==> src/rtl/tlu8v_pkg.sv <==
// Types and constants for the typed leaf UTF-8 validator.
// No dependencies; used by every module of the block.
`timescale 1ns / 1ps
package tlu8v_pkg;

   localparam int unsigned MAX_LEAF = 1024;

   localparam logic [2:0] KIND_BOOL    = 3'd0;
   localparam logic [2:0] KIND_ADDRESS = 3'd1;
   localparam logic [2:0] KIND_STRING  = 3'd2;
   localparam logic [2:0] KIND_BYTES   = 3'd3;
   localparam logic [2:0] KIND_UINT    = 3'd4;
   localparam logic [2:0] KIND_INT     = 3'd5;

   localparam logic [15:0] ADDRESS_LEN = 16'd20;
   localparam logic [15:0] INT_MAX_LEN = 16'd32;
   localparam logic [15:0] COUNT_MAX   = 16'hFFFF;

   localparam logic [20:0] CP_MIN_2    = 21'h80;
   localparam logic [20:0] CP_MIN_3    = 21'h800;
   localparam logic [20:0] CP_MIN_4    = 21'h10000;
   localparam logic [20:0] CP_MAX      = 21'h10FFFF;
   localparam logic [20:0] SURR_LO     = 21'hD800;
   localparam logic [20:0] SURR_HI     = 21'hDFFF;

   typedef struct packed {
      logic [2:0]  data_kind;
      logic        size_given;
      logic [15:0] declared_size;
      logic [7:0]  value_byte;
      logic        has_byte;
      logic        is_last;
   } req_type;

   typedef struct packed {
      logic        leaf_ok;
      logic [15:0] leaf_length;
   } rsp_type;

   // Control from the input stage to the leaf engine and the result register.
   typedef struct packed {
      logic fire;
      logic is_last;
   } step_type;

   typedef struct packed {
      logic        in_leaf;
      logic [2:0]  kind;
      logic        size_flag;
      logic [15:0] size;
      logic [15:0] count;
      logic        overflow;
      logic [1:0]  pending;
      logic [1:0]  extra;
      logic [20:0] acc;
      logic        text_bad;
      logic        bool_bad;
   } leaf_state_type;

endpackage

==> src/rtl/tlu8v_in_reg.sv <==
// Input register stage: captures one request beat and holds it until it moves on.
// Depends on tlu8v_pkg.
`timescale 1ns / 1ps
module tlu8v_in_reg (
   input  logic              clock,
   input  logic              reset,
   input  logic              req_valid,
   output logic              req_stall,
   input  tlu8v_pkg::req_type req_data,
   input  logic              out_ready,
   output tlu8v_pkg::step_type step,
   output tlu8v_pkg::req_type item
);
   import tlu8v_pkg::*;

   logic    valid_ff, valid_in;
   req_type data_ff, data_in;
   logic    advance;
   logic    accept;

   // A last beat moves on only when the result register can take its verdict.
   assign advance   = !data_ff.is_last || out_ready;
   assign req_stall = valid_ff && !advance;
   assign accept    = req_valid && !req_stall;

   always_comb begin
      valid_in = valid_ff;
      data_in  = data_ff;
      if (accept) begin
         valid_in = 1'b1;
         data_in  = req_data;
      end else if (advance) begin
         valid_in = 1'b0;
      end
   end

   always_ff @(posedge clock) begin
      if (reset) begin
         valid_ff <= 1'b0;
      end else begin
         valid_ff <= valid_in;
      end
      data_ff <= data_in;
   end

   assign step.fire    = valid_ff && advance;
   assign step.is_last = data_ff.is_last;
   assign item         = data_ff;

endmodule

==> src/rtl/tlu8v_leaf_engine.sv <==
// Leaf engine: per-byte count, bool and UTF-8 state, and the type verdict.
// Depends on tlu8v_pkg.
`timescale 1ns / 1ps
module tlu8v_leaf_engine #(
   parameter int unsigned MAX_LEAF = tlu8v_pkg::MAX_LEAF
) (
   input  logic               clock,
   input  logic               reset,
   input  tlu8v_pkg::step_type step,
   input  tlu8v_pkg::req_type  item,
   output tlu8v_pkg::rsp_type  verdict
);
   import tlu8v_pkg::*;

   localparam logic [16:0] MaxLeafW = 17'(MAX_LEAF);

   leaf_state_type st_ff, st_in;
   leaf_state_type nx;
   logic           ok;

   always_comb begin
      logic [7:0]  c;
      logic [1:0]  pend_dec;
      logic [20:0] cp;
      c        = item.value_byte;
      pend_dec = 2'd0;
      cp       = '0;

      nx = st_ff;
      if (!st_ff.in_leaf) begin
         nx           = '0;
         nx.kind      = item.data_kind;
         nx.size_flag = item.size_given;
         nx.size      = item.declared_size;
         nx.in_leaf   = 1'b1;
      end

      if (item.has_byte) begin
         if (nx.count == 16'd0 && c > 8'd1) begin
            nx.bool_bad = 1'b1;
         end
         if (nx.count == COUNT_MAX) begin
            nx.overflow = 1'b1;
         end else begin
            nx.count = nx.count + 16'd1;
         end

         if (!nx.text_bad) begin
            if (nx.pending != 2'd0) begin
               if (c[7:6] != 2'b10) begin
                  nx.text_bad = 1'b1;
               end else begin
                  cp         = {nx.acc[14:0], c[5:0]};
                  pend_dec   = nx.pending - 2'd1;
                  nx.acc     = cp;
                  nx.pending = pend_dec;
                  if (pend_dec == 2'd0) begin
                     if ((nx.extra == 2'd1 && cp < CP_MIN_2) ||
                         (nx.extra == 2'd2 && cp < CP_MIN_3) ||
                         (nx.extra == 2'd3 && cp < CP_MIN_4) ||
                         (cp > CP_MAX) ||
                         (cp >= SURR_LO && cp <= SURR_HI)) begin
                        nx.text_bad = 1'b1;
                     end
                  end
               end
            end else if (c < 8'h20 || c == 8'h7F) begin
               nx.text_bad = 1'b1;
            end else if (c < 8'h80) begin
               // plain ASCII, nothing to track
            end else if (c[7:5] == 3'b110) begin
               nx.extra   = 2'd1;
               nx.pending = 2'd1;
               nx.acc     = {16'd0, c[4:0]};
            end else if (c[7:4] == 4'b1110) begin
               nx.extra   = 2'd2;
               nx.pending = 2'd2;
               nx.acc     = {17'd0, c[3:0]};
            end else if (c[7:3] == 5'b11110) begin
               nx.extra   = 2'd3;
               nx.pending = 2'd3;
               nx.acc     = {18'd0, c[2:0]};
            end else begin
               nx.text_bad = 1'b1;
            end
         end
      end

      if (item.is_last) begin
         nx.in_leaf = 1'b0;
      end
   end

   always_comb begin
      ok = 1'b0;
      case (nx.kind)
         KIND_BOOL:    ok = nx.count == 16'd1 && !nx.bool_bad;
         KIND_ADDRESS: ok = nx.count == ADDRESS_LEN;
         KIND_STRING:  ok = !nx.text_bad && nx.pending == 2'd0;
         KIND_BYTES: begin
            if (nx.size_flag) begin
               ok = nx.count == nx.size;
            end else begin
               ok = {1'b0, nx.count} <= MaxLeafW;
            end
         end
         KIND_UINT, KIND_INT: begin
            ok = nx.size_flag && nx.size != 16'd0 && nx.size <= INT_MAX_LEN &&
                 nx.count == nx.size;
         end
         default: ok = 1'b0;
      endcase
      if (nx.overflow) begin
         ok = 1'b0;
      end
   end

   assign st_in = step.fire ? nx : st_ff;

   always_ff @(posedge clock) begin
      if (reset) begin
         st_ff <= '0;
      end else begin
         st_ff <= st_in;
      end
   end

   assign verdict.leaf_ok     = ok;
   assign verdict.leaf_length = nx.count;

endmodule

==> src/rtl/tlu8v_out_reg.sv <==
// Result register: holds one verdict beat until the consumer takes it.
// Depends on tlu8v_pkg.
`timescale 1ns / 1ps
module tlu8v_out_reg (
   input  logic               clock,
   input  logic               reset,
   input  tlu8v_pkg::step_type step,
   input  tlu8v_pkg::rsp_type  verdict,
   output logic               out_ready,
   output logic               rsp_valid,
   input  logic               rsp_stall,
   output tlu8v_pkg::rsp_type  rsp_data
);
   import tlu8v_pkg::*;

   logic    valid_ff, valid_in;
   rsp_type data_ff, data_in;
   logic    load;

   assign out_ready = !valid_ff || !rsp_stall;
   assign load      = step.fire && step.is_last;

   always_comb begin
      valid_in = valid_ff;
      data_in  = data_ff;
      if (load) begin
         valid_in = 1'b1;
         data_in  = verdict;
      end else if (valid_ff && !rsp_stall) begin
         valid_in = 1'b0;
      end
   end

   always_ff @(posedge clock) begin
      if (reset) begin
         valid_ff <= 1'b0;
      end else begin
         valid_ff <= valid_in;
      end
      data_ff <= data_in;
   end

   assign rsp_valid = valid_ff;
   assign rsp_data  = data_ff;

endmodule

==> src/rtl/typed_leaf_utf8_validator.sv <==
// Top level of the typed leaf validator: input register, leaf engine, result register.
// Depends on tlu8v_pkg, tlu8v_in_reg, tlu8v_leaf_engine, tlu8v_out_reg.
//
//   channel   direction  handshake            payload
//   req_      in         req_valid/req_stall  req_data  (one value byte per beat)
//   rsp_      out        rsp_valid/rsp_stall  rsp_data  (one verdict per leaf)
//
// One beat per cycle while req_stall is low; a verdict passes from the input register
// through the leaf engine into the result register before rsp_ can take it.
// The per-byte state update sits between the input and result registers.
// Reset (synchronous) empties both registers and clears the leaf state.
// req_stall rises only while a last beat waits behind an unaccepted verdict.
`timescale 1ns / 1ps
module typed_leaf_utf8_validator #(
   parameter int unsigned MAX_LEAF = tlu8v_pkg::MAX_LEAF
) (
   input  logic               clock,
   input  logic               reset,
   input  logic               req_valid,
   output logic               req_stall,
   input  tlu8v_pkg::req_type  req_data,
   output logic               rsp_valid,
   input  logic               rsp_stall,
   output tlu8v_pkg::rsp_type  rsp_data
);
   import tlu8v_pkg::*;

   step_type step;
   req_type  item;
   rsp_type  verdict;
   logic     out_ready;

   tlu8v_in_reg u_in (
      .clock     (clock),
      .reset     (reset),
      .req_valid (req_valid),
      .req_stall (req_stall),
      .req_data  (req_data),
      .out_ready (out_ready),
      .step      (step),
      .item      (item)
   );

   tlu8v_leaf_engine #(
      .MAX_LEAF (MAX_LEAF)
   ) u_leaf (
      .clock   (clock),
      .reset   (reset),
      .step    (step),
      .item    (item),
      .verdict (verdict)
   );

   tlu8v_out_reg u_out (
      .clock     (clock),
      .reset     (reset),
      .step      (step),
      .verdict   (verdict),
      .out_ready (out_ready),
      .rsp_valid (rsp_valid),
      .rsp_stall (rsp_stall),
      .rsp_data  (rsp_data)
   );

endmodule

==> config.mk <==
export PLATFORM = sky130hd
export DESIGN_NAME = typed_leaf_utf8_validator
export DESIGN_NICKNAME = d
export VERILOG_FILES = /design/src/rtl/tlu8v_pkg.sv /design/src/rtl/tlu8v_in_reg.sv /design/src/rtl/tlu8v_leaf_engine.sv /design/src/rtl/tlu8v_out_reg.sv /design/src/rtl/typed_leaf_utf8_validator.sv
export SDC_FILE = /design/constraint.sdc
export NUM_CORES = 1
export LEC_CHECK = 0
export BUFFER_PORTS_ARGS = -buffer_cell sky130_fd_sc_hd__buf_2
export CAP_MARGIN = 30
export CORE_AREA = 2 2 102 104
export DETAILED_ROUTE_END_ITERATION = 10
export DIE_AREA = 0 0 104 106
export PLACE_DENSITY = 0.79
export RECOVER_POWER = 25
export SLEW_MARGIN = 25
export SYNTH_ARGS = -nofsm -noshare
export SYNTH_HDL_FRONTEND = slang
export SYNTH_SLANG_ARGS = --single-unit
==> constraint.sdc <==
create_clock -name clock -period 4.4 [get_ports clock]
set_input_delay 0.66 -clock clock [delete_from_list [all_inputs] [get_ports clock]]
set_output_delay 0.66 -clock clock [all_outputs]
set_load 0.1 [all_outputs]
==> impl_metrics.toml, run 1 <==
[status]
status = "finished with violations"
failed_checks = "capacitance limit, slew limit"

[yosys]
synthFlopType = "dfxtp_1"
yosysWarningCount = 0
seq_area_frac_synth_pct = 45.49
synth.area.top_cells = "edfxtp_1 (24%), dfxtp_1 (21%), nand2_1 (6.1%)"
synth_cell_types = 74
ys_async_sr_fraction_pct = 0
syn-num-nets = 692
synth_seq_cells = 108
synth_area_mm2 = 0.005787
synth_common_cells = "nand2_1 (94), nor2_1 (79), a21oi_1 (69)"
synth-edff-count = 47
yosysTopAreaCell = "edfxtp_1"
synthCells = 654
syn_area_per_cell_um2 = 8.848
netlist.area_leader.share_pct = 24.39
yosysMostFrequentCell = "nand2_1"

[pwr]
ir_worst_vdd_v = 0.0002778
p_leak_nw = 2.220
pwr-share-comb_pct = 11.8
p_int_mw = 1.386
p_per_area_mw_per_mm2 = 311.2
switching_share_pct = 28.09
power.share.clock_pct = 29.5
p_seq_share_pct = 58.8
switchingPower_uw = 541.6

[clock_tree]
clock_latency_ns = 0.39
cts_hold_buf = 0
clockRootBuffer = "clkbuf_8"
cts.clk_slew.worst_paths_ns = 0.10
cts.sinks = 108
cts_resized = 0
clock_path_buffers = 2
cts_setup_buffers = 0
cts_max_level = 3
cts-buffers-inserted = 9
tritoncts = "done"

[drt]
post_drt_wl_per_cell_um = 17.84
first_pass_iters = 5
vias = 4990
viasPerCell = 6.085
ant_nets = 0
drt-initial-drc-count = 404
routed_wl_mm = 14.63
route.detailed.drc = 0

[worst_hold_path]
hold_path_end = "u_in.item[2]"
hold_depth = 1
worstHoldPathType = "primary input to flip-flop"
worstHoldStart = "req_data[2]"

[setup_path]
r2r-start = "u_leaf.st_ff[64]"
crit_fanout = 16
path_class = "flip-flop to flip-flop"
cp.required_ns = 4.65
ff2ff_path_depth = 10
worstPathArrival_ns = 3.46
r2r-end = "u_out.rsp_data[16]"
worst_setup_path_end_kind = "flip-flop"
startpoint_type = "flip-flop"
reg2reg_slack_ns = 1.19

[floorplan]
row_count = 37
die_h_um = 106
start_util_pct = 57.87
fp.coreArea_mm2 = 0.01000
pin_count = 53
die_w_um = 104
die_area_mm2 = 0.01102

[global_route]
grt_pass1_wl_mm = 23.77
grt_max_degree = 62
overflow = 0
grtUsageTotal_pct = 27.30
grt_pass1_vias = 4613
antenna_found_initial = 0

[timing]
hold_violations = 0
skew_ns = 0.008692
fin_ws_ns = 1.188
fin_tns_setup_ns = 0
period_needed_ns = 3.212
fin_crit_sh_pct = 73.00
relSlewSlack_pct = -91.84
clock.fmax_mhz = 311.3
finalMaxSlewViolations = 62
hold_slack_ns = 0.4376
grt_setup_unrepaired = "no"
setup_viol = 0
worst_slew_pin_slew_ns = 2.878

[place]
dp_slack_ns = 1.245
dp_hpwl_mm = 10.37
placed_cell_area_mm2 = 0.006023
routabilityCongestion = 0.9336
port_buffers = 52

[finish]
multi_input_area_mm2 = 0.002830
area_growth_pct = 7.049
regArea_mm2 = 0.002634
finish.instance_area_mm2 = 0.006195
layout.nets = 717
n_antenna_cell = 0
n_fill_cell = 884
drive_above_1_share_pct = 13.01

[job]
drv_cap = 1
power by group through the flow:
stage                     Sequential, mW  Combinational [mW]  Clock (mW)
after floorplan                     1.15               0.161           0
after global placement              1.15               0.222           0
after detailed placement            1.15               0.225           0
after CTS                           1.13               0.226       0.578
after global routing                1.14               0.248       0.613
final                               1.13               0.227       0.568
state kept, by name, indices dropped and copies added, names as in the netlist:
name and flops:
u_in.item 30, u_out.rsp_valid 1, u_out.rsp_data 17, u_leaf.st_ff 59
u_in.valid_ff 1
placed cells by master (no fill, tap or decap), drive strengths merged, types with 6 or more instances in the layout:
cell / instances
a211oi: 11
buf: 58
o211ai: 9
or4: 10
edfxtp: 47
dfxtp: 61
mux2i: 10
a22oi: 6
inv: 19
a21oi: 69
clkbuf: 12
nor4: 13
o21ai: 25
nand2: 95
xnor2: 23
nand3: 20
nand4: 12
nor2: 79
nor3: 16
how the worst max path moves through the flow:
stage / start / endpoint / cells after the start
4_1_cts: u_leaf.st_ff[64] / u_out.rsp_data[16] / 10
3_3_place_gp: u_leaf.st_ff[64] / u_out.rsp_data[16] / 11
2_1_floorplan: u_leaf.st_ff[64] / u_out.rsp_data[16] / 14
5_1_grt: u_leaf.st_ff[64] / u_out.rsp_data[16] / 10
6_report: u_leaf.st_ff[64] / u_out.rsp_data[16] / 10
3_5_place_dp: u_leaf.st_ff[64] / u_out.rsp_data[16] / 10
through the flow:
step | cells | power [mW] | util (%)
final | 820 | 1.928 | 61.95
after global routing | 820 | 2.000 | 61.95
after CTS | 820 | 1.935 | 62.01
after detailed placement | 804 | 1.379 | 60.24
after global placement | 804 | 1.375 | 60.21
after floorplan | 654 | 1.314 | -
kinds of logic (layout without fill, tap and decap cells):
logic type / Yosys count / in the layout / synth area share [%]
buf+inv: 64 / 94 / 5.600
compound gates: 163 / 163 / 18.01
fa+ha+maj: 4 / 4 / 0.8649
simple gates: 273 / 273 / 22.96
xor+xnor: 29 / 29 / 4.757
mux: 13 / 13 / 2.314
flops: 108 / 108 / 45.49
routing by layer:
| layer | up-vias | share of wire [%] | GRT usage, % |
|---|---|---|---|
| li1 | 2407 | - | - |
| met1 | 2353 | 45 | 38.58 |
| met2 | 205 | 47 | 42.95 |
| met3 | 25 | 6.4 | 4.047 |
| met4 | 0 | 1.7 | 9.749 |
| met5 | - | 0 | 0 |
layout make-up:
cell class	instances	area share [%]
Timing Repair Buffer	59	5.029
Sequential cell	108	42.52
Tap cell	136	2.747
Clock inverter	5	0.5857
Inverter	19	1.151
Multi-Input combinational cell	482	45.69
Clock buffer	11	2.282
critical path, stage by stage (launching register included):
cell	delay (ns)
dfxtp_2	0.56
and2_1	0.23
ha_1	0.32
nand3_1	0.13
or4_4	0.48
o21bai_4	0.22
xor2_2	0.21
or4_1	0.52
a31oi_1	0.17
o21ai_1	0.08
a21oi_1	0.15
(Power assumes the default switching activity.)
==> run 2, diff against run 1 <==
Settings changed: ABC_AREA set to 1, CORE_AREA 2 2 102 104 to 2 2 110 112, DIE_AREA 0 0 104 106 to 0 0 112 114, PLACE_DENSITY 0.79 to 0.75.
Clock period 4.4 ns to 2.6 ns, I/O delays scaled along.
==> run 2 against run 1 <==
Against the previous run:
- the flow now finishes without violations
- cell count grew 32%
- critical path depth grew 9
- via count grew 19%
- register-to-register slack lost 1.1 ns
- non-clock buffer count grew 41
- cell area grew 16%
- clock skew is essentially flat
- worst hold slack lost 0.24 ns
- fmax grew 29%
- sequential power grew 71%
- total power grew 100%
- critical endpoint unchanged
- worst setup slack lost 1.1 ns
==> impl_metrics.toml, run 2 <==
[status]
status = "finished clean"

[clock_tree]
cts-buffers-inserted = 9
cts.clk_slew.worst_paths_ns = 0.07
cts_hold_buf = 0
cts.sinks = 108
clock_latency_ns = 0.36
clockRootBuffer = "clkbuf_16"
cts_max_level = 3
tritoncts = "done"
clock_path_buffers = 2

[yosys]
synthFlopType = "dfxtp_1"
netlist.area_leader.share_pct = 22.98
synthCells = 854
yosysMostFrequentCell = "nand2_1"
ys_async_sr_fraction_pct = 0
syn-num-nets = 892
synth-edff-count = 47
synth_common_cells = "nand2_1 (201), inv_1 (108), o21ai_0 (93)"
synth_cell_types = 36
synth.area.top_cells = "edfxtp_1 (23%), dfxtp_1 (20%), nand2_1 (12%)"
seq_area_frac_synth_pct = 42.86
yosysTopAreaCell = "edfxtp_1"
syn_area_per_cell_um2 = 7.192
synth_area_mm2 = 0.006142
yosysWarningCount = 0
synth_seq_cells = 108

[finish]
utilization_pct = 61.32
area_growth_pct = 16.93
n_antenna_cell = 0
layout.nets = 965
regMostFlops = "u_leaf.st_ff"
regArea_mm2 = 0.002636
layout_common_cells = "nand2_1 (193), inv_1 (103), o21ai_0 (93)"
largest_reg_flops = 59
drive_above_1_share_pct = 18.24
fin_cells = 1079
finish.instance_area_mm2 = 0.007182
multi_input_area_mm2 = 0.002983
final_common_cell = "nand2_1"
n_fill_cell = 1079

[setup_path]
path_class = "flip-flop to flip-flop"
worstPathCellList = "nand2_1 > inv_2 > ha_2 > nand2_2 > inv_2 > nand2_2 > nor2_4 > nand4_4 > nand3_1 > nand2_2 > nor2_1 > nand3_1 > nor2_1 > nand3_1 > nand2_1 > nand2_1 > nand2_1 > nand2_1 > a21oi_2"
cp-startpoint = "u_leaf.st_ff[64]"
cpPeakStageDelay_ns = 0.37
cp.required_ns = 2.82
worst_setup_path_end_kind = "flip-flop"
cp_slowest_cell = "dfxtp_4"
reg2reg_slack_ns = 0.12
r2r-end = "u_out.rsp_data[16]"
worstPathArrival_ns = 2.71
r2r-start = "u_leaf.st_ff[64]"
ff2ff_path_depth = 19
startpoint_type = "flip-flop"
crit_fanout = 9
crit_end = "u_out.rsp_data[16]"
cpMostUsedCell = "nand2_1"

[floorplan]
start_util_pct = 52.45
die_w_um = 112
fp.coreArea_mm2 = 0.01171
die_h_um = 114
pin_count = 53
die_area_mm2 = 0.01277
row_count = 40

[global_route]
overflow = 0
gr-usage-met3_pct = 4.463
grtUsageTotal_pct = 26.30
grt_max_degree = 52
grtUsageMet2_pct = 41.05
grt_pass1_wl_mm = 26.69
met1_usage_pct = 36.57
antenna_found_initial = 0
grt_pass1_vias = 5423
top_usage_layer = "met2"

[timing]
fin_crit_sh_pct = 95.44
fin_ws_ns = 0.1185
relSlewSlack_pct = 21.61
hold_violations = 0
setup_viol = 0
period_needed_ns = 2.482
skew_ns = 0.009087
hold_slack_ns = 0.1999
finalMaxSlewViolations = 0
clock.fmax_mhz = 403.0
worst_slew_pin_slew_ns = 1.171

[place]
routabilityCongestion = 0.9930
place_inst = 1055
dp_slack_ns = -0.01929
placed_cell_area_mm2 = 0.006731
dp_hpwl_mm = 11.90
port_buffers = 52

[pwr]
p_leak_nw = 3.366
ir_worst_vdd_v = 0.0004323
p_per_area_mw_per_mm2 = 538.2

[drt]
ant_nets = 0
viasPerCell = 5.521
post_drt_wl_per_cell_um = 15.36
first_pass_iters = 6
drt-initial-drc-count = 595
routed_wl_mm = 16.57
route.detailed.drc = 0
vias = 5957

[worst_hold_path]
hold_depth = 1
worstHoldPathType = "primary input to flip-flop"

[job]
drv_cap = 0
run 2: kinds of logic after synthesis:
family / count (synthesis) / synth area share (%)
AOI/OAI and AO/OA: 196 / 17.44
adders and majority gates: 4 / 0.8149
DFF: 108 / 42.86
and+or+nand+nor: 394 / 28.60
buffers and inverters: 149 / 9.859
xor gates and xnor gates: 3 / 0.4279
run 2: layout make-up:
cell class	count	area share, %
clock buffers	10	3.328
clock inverters	6	0.6446
inverters	111	5.801
multi-input cells	597	41.53
flip-flops and latches	108	36.71
well taps	147	2.561
repair buffers	100	9.425
run 2: worst min-delay path by stage:
| stage | from | end | slack (ns) |
|---|---|---|---|
| final | req_data[21] | u_in.item[21] | 0.20 |
| after global routing | req_data[14] | u_in.item[14] | 0.19 |
| after CTS | req_data[13] | u_in.item[13] | 0.19 |
| after detailed placement | u_leaf.st_ff[57] | u_leaf.st_ff[57] | 0.44 |
| after global placement | u_leaf.st_ff[46] | u_leaf.st_ff[46] | 0.44 |
| after floorplan | u_leaf.st_ff[63] | u_leaf.st_ff[63] | 0.42 |
run 2: metal layers:
metal	wire, um	part of all wire [%]
met1	7772	47
met2	7213	44
met3	1179	7.1
met4	405	2.4
met5	0	0
run 2: repair_timing:
action / CTS / global route
resized for setup: 2 / 33
buffers inserted: 3 / 5
setup endpoints to repair: 1 / 1
pin swaps: 1 / 11
run 2: stage by stage:
step / TNS, ns / power, mW
2_1_floorplan: 0 / 2.369
3_3_place_gp: -0.006337 / 2.547
3_5_place_dp: -0.01929 / 2.553
4_1_cts: 0 / 3.854
5_1_grt: -0.03800 / 4.017
6_report: 0 / 3.865
run 2: report_power, final:
part / switching (mW) / total [mW] / internal (mW)
Combinational: 0.417 / 0.615 / 0.198
Sequential: 0.0589 / 1.93 / 1.87
Clock: 0.640 / 1.32 / 0.683
Total: 1.12 / 3.87 / 2.75
run 2: worst max-delay path, delay by kind of cell (launching register included):
kind | cells | cell delay, ns
adders and majority gates | 1 | 0.20
buffers and inverters | 2 | 0.14
and+or+nand+nor | 15 | 1.51
DFF | 1 | 0.37
AOI/OAI and AO/OA | 1 | 0.12
